$ cat src/hw/rtl/lphs_pkg.sv
`timescale 1ns / 1ps
// ----------------------------------------------------------------------------
// lphs_pkg
// shared widths, operation codes and controller/datapath interface types for
// the linear probing hash set
// ----------------------------------------------------------------------------
package lphs_pkg;

  localparam int KEY_W         = 31;
  localparam int CFG_W         = 11;
  localparam int FUNC_W        = 2;
  localparam int DEFAULT_DEPTH = 1024;
  localparam int DIV_CNT_W     = $clog2(KEY_W);

  localparam logic [CFG_W-1:0] SIZE_RESET = CFG_W'(1024);

  // operation codes carried in s_tuser
  localparam logic [FUNC_W-1:0] FUNC_CLEAR  = 2'd0;
  localparam logic [FUNC_W-1:0] FUNC_INSERT = 2'd1;
  localparam logic [FUNC_W-1:0] FUNC_TEST   = 2'd2;

  // how an item ended, decides the result fields
  typedef enum logic [2:0] {
    RES_HIT,
    RES_EMPTY,
    RES_FULL,
    RES_ZERO,
    RES_NOP,
    RES_CLEAR
  } res_kind_t;

  typedef struct packed {
    logic      load;
    logic      div_step;
    logic      probe_init;
    logic      probe_adv;
    logic      write_key;
    logic      clr_step;
    logic      out_load;
    res_kind_t kind;
  } ctl_cmd_t;

  typedef struct packed {
    logic [FUNC_W-1:0] func;
    logic              key_zero;
    logic              div_last;
    logic              hit;
    logic              empty;
    logic              probe_last;
    logic              clr_last;
  } dp_status_t;

endpackage

$ cat src/hw/rtl/lphs_ctrl.sv
`timescale 1ns / 1ps
// ----------------------------------------------------------------------------
// lphs_ctrl
// sequencer for clear sweep, remainder, probe walk and result hand-off
// ----------------------------------------------------------------------------
module lphs_ctrl (
  input  logic                 clk,
  input  logic                 rst,
  input  logic                 s_tvalid,
  output logic                 s_tready,
  output logic                 m_tvalid,
  input  logic                 m_tready,
  input  lphs_pkg::dp_status_t status,
  output lphs_pkg::ctl_cmd_t   cmd
);

  typedef enum logic [3:0] {
    S_INIT_CLR,
    S_IDLE,
    S_DISP,
    S_CLR,
    S_DIV,
    S_HOME,
    S_RD,
    S_CMP,
    S_FIN
  } state_t;

  state_t               state;
  state_t               state_next;
  lphs_pkg::res_kind_t  kind;
  lphs_pkg::res_kind_t  kind_next;
  logic                 out_valid;

  always_comb begin
    cmd        = '0;
    state_next = state;
    kind_next  = kind;
    case (state)
      S_INIT_CLR: begin
        cmd.clr_step = 1'b1;
        if (status.clr_last) state_next = S_IDLE;
      end
      S_IDLE: begin
        if (s_tvalid) begin
          cmd.load   = 1'b1;
          state_next = S_DISP;
        end
      end
      S_DISP: begin
        if (status.func == lphs_pkg::FUNC_CLEAR) begin
          state_next = S_CLR;
        end else if (status.func == lphs_pkg::FUNC_INSERT ||
                     status.func == lphs_pkg::FUNC_TEST) begin
          if (status.key_zero) begin
            kind_next  = lphs_pkg::RES_ZERO;
            state_next = S_FIN;
          end else begin
            state_next = S_DIV;
          end
        end else begin
          kind_next  = lphs_pkg::RES_NOP;
          state_next = S_FIN;
        end
      end
      S_CLR: begin
        cmd.clr_step = 1'b1;
        if (status.clr_last) begin
          kind_next  = lphs_pkg::RES_CLEAR;
          state_next = S_FIN;
        end
      end
      S_DIV: begin
        cmd.div_step = 1'b1;
        if (status.div_last) state_next = S_HOME;
      end
      S_HOME: begin
        cmd.probe_init = 1'b1;
        state_next     = S_RD;
      end
      S_RD: begin
        state_next = S_CMP;
      end
      S_CMP: begin
        if (status.hit) begin
          kind_next  = lphs_pkg::RES_HIT;
          state_next = S_FIN;
        end else if (status.empty) begin
          cmd.write_key = (status.func == lphs_pkg::FUNC_INSERT);
          kind_next     = lphs_pkg::RES_EMPTY;
          state_next    = S_FIN;
        end else if (status.probe_last) begin
          kind_next  = lphs_pkg::RES_FULL;
          state_next = S_FIN;
        end else begin
          cmd.probe_adv = 1'b1;
          state_next    = S_RD;
        end
      end
      S_FIN: begin
        if (!out_valid || m_tready) begin
          cmd.out_load = 1'b1;
          state_next   = S_IDLE;
        end
      end
      default: begin
        state_next = S_IDLE;
      end
    endcase
    cmd.kind = kind;
  end

  always_ff @(posedge clk) begin
    if (rst) begin
      state     <= S_INIT_CLR;
      kind      <= lphs_pkg::RES_NOP;
      out_valid <= 1'b0;
    end else begin
      state <= state_next;
      kind  <= kind_next;
      if (cmd.out_load) begin
        out_valid <= 1'b1;
      end else if (m_tready) begin
        out_valid <= 1'b0;
      end
    end
  end

  assign s_tready = (state == S_IDLE);
  assign m_tvalid = out_valid;

`ifndef ASSERT_OFF
  a_one_item: assert property (@(posedge clk) disable iff (rst)
    (s_tvalid && s_tready) |=> !s_tready)
    else $error("second item taken while one is in work");

  a_out_from_fin: assert property (@(posedge clk) disable iff (rst)
    $rose(m_tvalid) |-> $past(state == S_FIN))
    else $error("result presented without a finished item");

  a_hit_ends_probe: assert property (@(posedge clk) disable iff (rst)
    (state == S_CMP && status.hit) |=> (state == S_FIN && kind == lphs_pkg::RES_HIT))
    else $error("probe did not stop on a matching key");
`endif

endmodule
$ cat config.mk
export PLATFORM = sky130hd
export DESIGN_NAME = lphs_ctrl
export DESIGN_NICKNAME = d
export VERILOG_FILES = /design/src/hw/rtl/lphs_pkg.sv /design/src/hw/rtl/lphs_ctrl.sv
export SDC_FILE = /design/constraint.sdc
export NUM_CORES = 1
export LEC_CHECK = 0
export BUFFER_PORTS_ARGS = -buffer_cell sky130_fd_sc_hd__buf_4
export CAP_MARGIN = 30
export CORE_UTILIZATION = 47
export DETAILED_ROUTE_END_ITERATION = 12
export PLACE_DENSITY_LB_ADDON = 0.05
export SLEW_MARGIN = 10
export SYNTH_ARGS = -nofsm -noshare
export SYNTH_HDL_FRONTEND = slang
export SYNTH_SLANG_ARGS = --single-unit
$ cat constraint.sdc
create_clock -name clk -period 1.8 [get_ports clk]
set_input_delay 0 -clock clk [delete_from_list [all_inputs] [get_ports clk]]
set_output_delay 0 -clock clk [all_outputs]
set_load 0.005 [all_outputs]
==> results_dict.tcl <==
set metrics [dict create \
    synth_cell_types 35 \
    clkTransAtPathRegs_ps 60 \
    power_density_mw_per_mm2 754 \
    die-area_mm2 0.00154 \
    synth.most_common_cell "nor2_1" \
    peakVddDrop_mv 0.578 \
    dp_hpwl_um 1110 \
    startpoint_type "flop" \
    yosysTopAreaCell "dfxtp_1" \
    yosysSeqAreaShare 0.245 \
    wl_um 1510 \
    grt_pass1_wl_um 2200 \
    clk_latency_ps 260 \
    syn-num-nets 94 \
    fill_cells 130 \
    post_cts_resized 0 \
    synth_cells 80 \
    total_leakage_power_uw 0.000388 \
    cap_violations 0 \
    io_pins 24 \
    antenna_found_initial 0 \
    finalSetupTns_ps 0 \
    placed_cell_area_um2 802 \
    synth-seq-cells 8 \
    ff_latch_area_um2 160 \
    ys_top_cells_by_area "dfxtp_1 25%, nor2_1 5.2%, nor2b_1 4.8%" \
    syn2layout_area_growth_pct 27.8 \
    drive_above_1_share 0.337 \
    critPathArrivalTime_ps 1580 \
    final_cell_area_um2 835 \
    status "complete, but fails checks" \
    syn_area_per_cell_um2 8.16 \
    drtPass1Iterations 8 \
    h-tree-depth 1 \
    path_class "flop to output pin" \
    worst_pin_slew_ps 418 \
    slew_headroom 0.717 \
    final_antenna_net_count 0 \
    yosysWarnings 0 \
    place_congestion 0.784 \
    fin_nets 117 \
    grt_pass1_vias 539 \
    crit_path_max_incr_delay_ps 510 \
    cts_sinks 8 \
    fmax_ghz 0.633 \
    grt-ovfl-total 0 \
    vias 631 \
    end_kind "output pin" \
    core-area_mm2 0.00130 \
    rows 13 \
    antenna_cells 0 \
    wire_per_inst_um 13.0 \
    gr-usage-all-layers 0.211 \
    finalHoldViolCount 0 \
    cts_buffer_depth 2 \
    worstPathCellList "and3b_1, nand2_1, nor3_1, buf_4" \
    cp_data_required_time_ps 1800 \
    drc 2 \
    async_reset_ff_frac 0 \
    maxSlewViolCount 0 \
    cpLargestDelayFamily "simple AND/OR/NAND/NOR gates" \
    critPathMaxFanout 9 \
    cp_num_buf_inv 1 \
    violations "DRC" \
    cp.depth 4 \
    die_w_um 39.3 \
    min_path_type "input port to flop" \
    die_h_um 39.3 \
    cts-root-buf "clkbuf_4" \
    synth_enable_flop_cells 0 \
    multiInputGateArea_um2 428 \
    synth_ff_type "dfxtp_1" \
    reg2reg_depth 4 \
    port_buffers 23 \
    cts_tree "built" \
    via_per_inst 5.44 \
    synth_common_cells "9 x nor2_1, 8 x dfxtp_1, 6 x a21oi_1" \
    min_period_ps 1580 \
    synth_area_um2 653 \
    setup_viol 0 \
    grt_max_degree 13 \
    hold-path-cell-count 4 \
    critPathSlowestCell "dfxtp_1" \
    clock_skew_ps 3.74 \
    numCtsBuffers 3 \
    rsz0062_at_grt "no" \
    min_period_over_period 0.878 \
    yosysTopAreaCellShare 0.245 \
    initial_utilization 0.502 \
    drt_iter0_drc 18 \
]
## path summary, 6_finish.rpt
path	from	endpoint	slack, ps
max	state[1]	cmd[5]	220
min reg2reg	kind[0]	kind[0]	490
max reg2reg	state[1]	kind[1]	280
min	m_tready	state[3]	40
## registers in the layout, summed over array words and instances, names as in the netlist
register / count
state: 4
kind: 3
m_tvalid: 1
## through the flow
| step | hold WS [ps] | utilization | setup slack, ps | power [uW] | std cells |
|---|---|---|---|---|---|
| 6_report | 40.9 | 0.641 | 220 | 629 | 116 |
| 4_1_cts | 35.5 | 0.641 | 237 | 629 | 116 |
| 3_3_place_gp | 260 | 0.616 | 305 | 479 | 112 |
| 5_1_grt | 46.0 | 0.641 | 124 | 669 | 116 |
| 2_1_floorplan | 110 | - | 445 | 406 | 80 |
| 3_5_place_dp | 265 | 0.616 | 295 | 484 | 112 |
## kinds of logic (layout without fill, tap and decap cells)
group / count (synthesis) / in the layout / share of synthesized area
adders and majority gates: 2 / 2 / 0.0383
muxes: 3 / 3 / 0.0536
AOI/OAI and AO/OA: 18 / 18 / 0.201
buffers and inverters: 11 / 32 / 0.0996
and+or+nand+nor: 38 / 38 / 0.362
DFF: 8 / 8 / 0.245
## tightest hold or removal path: cells and delay by family
family | cells | cell delay, ps
AND/OR/NAND/NOR | 2 | 110
buffers and inverters | 1 | 80
AO/OA/AOI/OAI | 1 | 60
## layout make-up
| cell class | count | area share |
|---|---|---|
| Sequential cell | 8 | 0.192 |
| Timing Repair Buffer | 25 | 0.228 |
| Multi-Input combinational cell | 61 | 0.513 |
| Clock buffer | 3 | 0.0270 |
| Inverter | 4 | 0.0180 |
| Tap cell | 15 | 0.0225 |
## routing by layer
layer / track usage / part of all wire
met1: 0.248 / 0.48
met2: 0.367 / 0.47
met3: 0.102 / 0.051
met4: 0 / 0
met5: 0 / 0
## where the power goes
part           switching (uW)  leakage, uW  internal [uW]  total, uW
combinational             107     0.000309            137        244
clock                    67.0    0.0000138           76.7        144
sequential               41.6    0.0000651            200        241
total                     215     0.000388            414        629
## cells in the final DEF, fill, tap and decap left out
cell type | netlist | layout
nor3_1 | 2 | 2
o311a_1 | 1 | 1
dfxtp_1 | 8 | 8
and3_1 | 1 | 1
and3b_1 | 1 | 1
nor4bb_1 | 1 | 1
ha_1 | 2 | 2
mux2i_1 | 2 | 2
nor3b_4 | 1 | 1
a311o_1 | 1 | 1
o32ai_1 | 2 | 2
a211oi_1 | 1 | 1
buf_4 | 2 | 24
o21ai_4 | 1 | 1
nand3_1 | 2 | 2
inv_1 | 4 | 4
nor4b_1 | 2 | 2
o21a_1 | 1 | 1
dlygate4sd3_1 | 0 | 1
and2_1 | 2 | 2
nor2_1 | 9 | 9
o21ai_0 | 3 | 3
a21oi_1 | 6 | 6
mux2_4 | 1 | 1
nor3_2 | 1 | 1
nand2b_1 | 4 | 4
and3b_2 | 1 | 1
nand3b_1 | 2 | 2
nand2_2 | 1 | 1
a211o_1 | 1 | 1
nand2_1 | 3 | 3
clkbuf_4 | 0 | 3
a21oi_2 | 1 | 1
nor2b_1 | 5 | 5
## timing repair
action                    CTS  global route
hold buffers                1             0
hold endpoints to repair    2             0
setup buffers               0             0
Note: power is estimated with default switching activity, not from simulation.
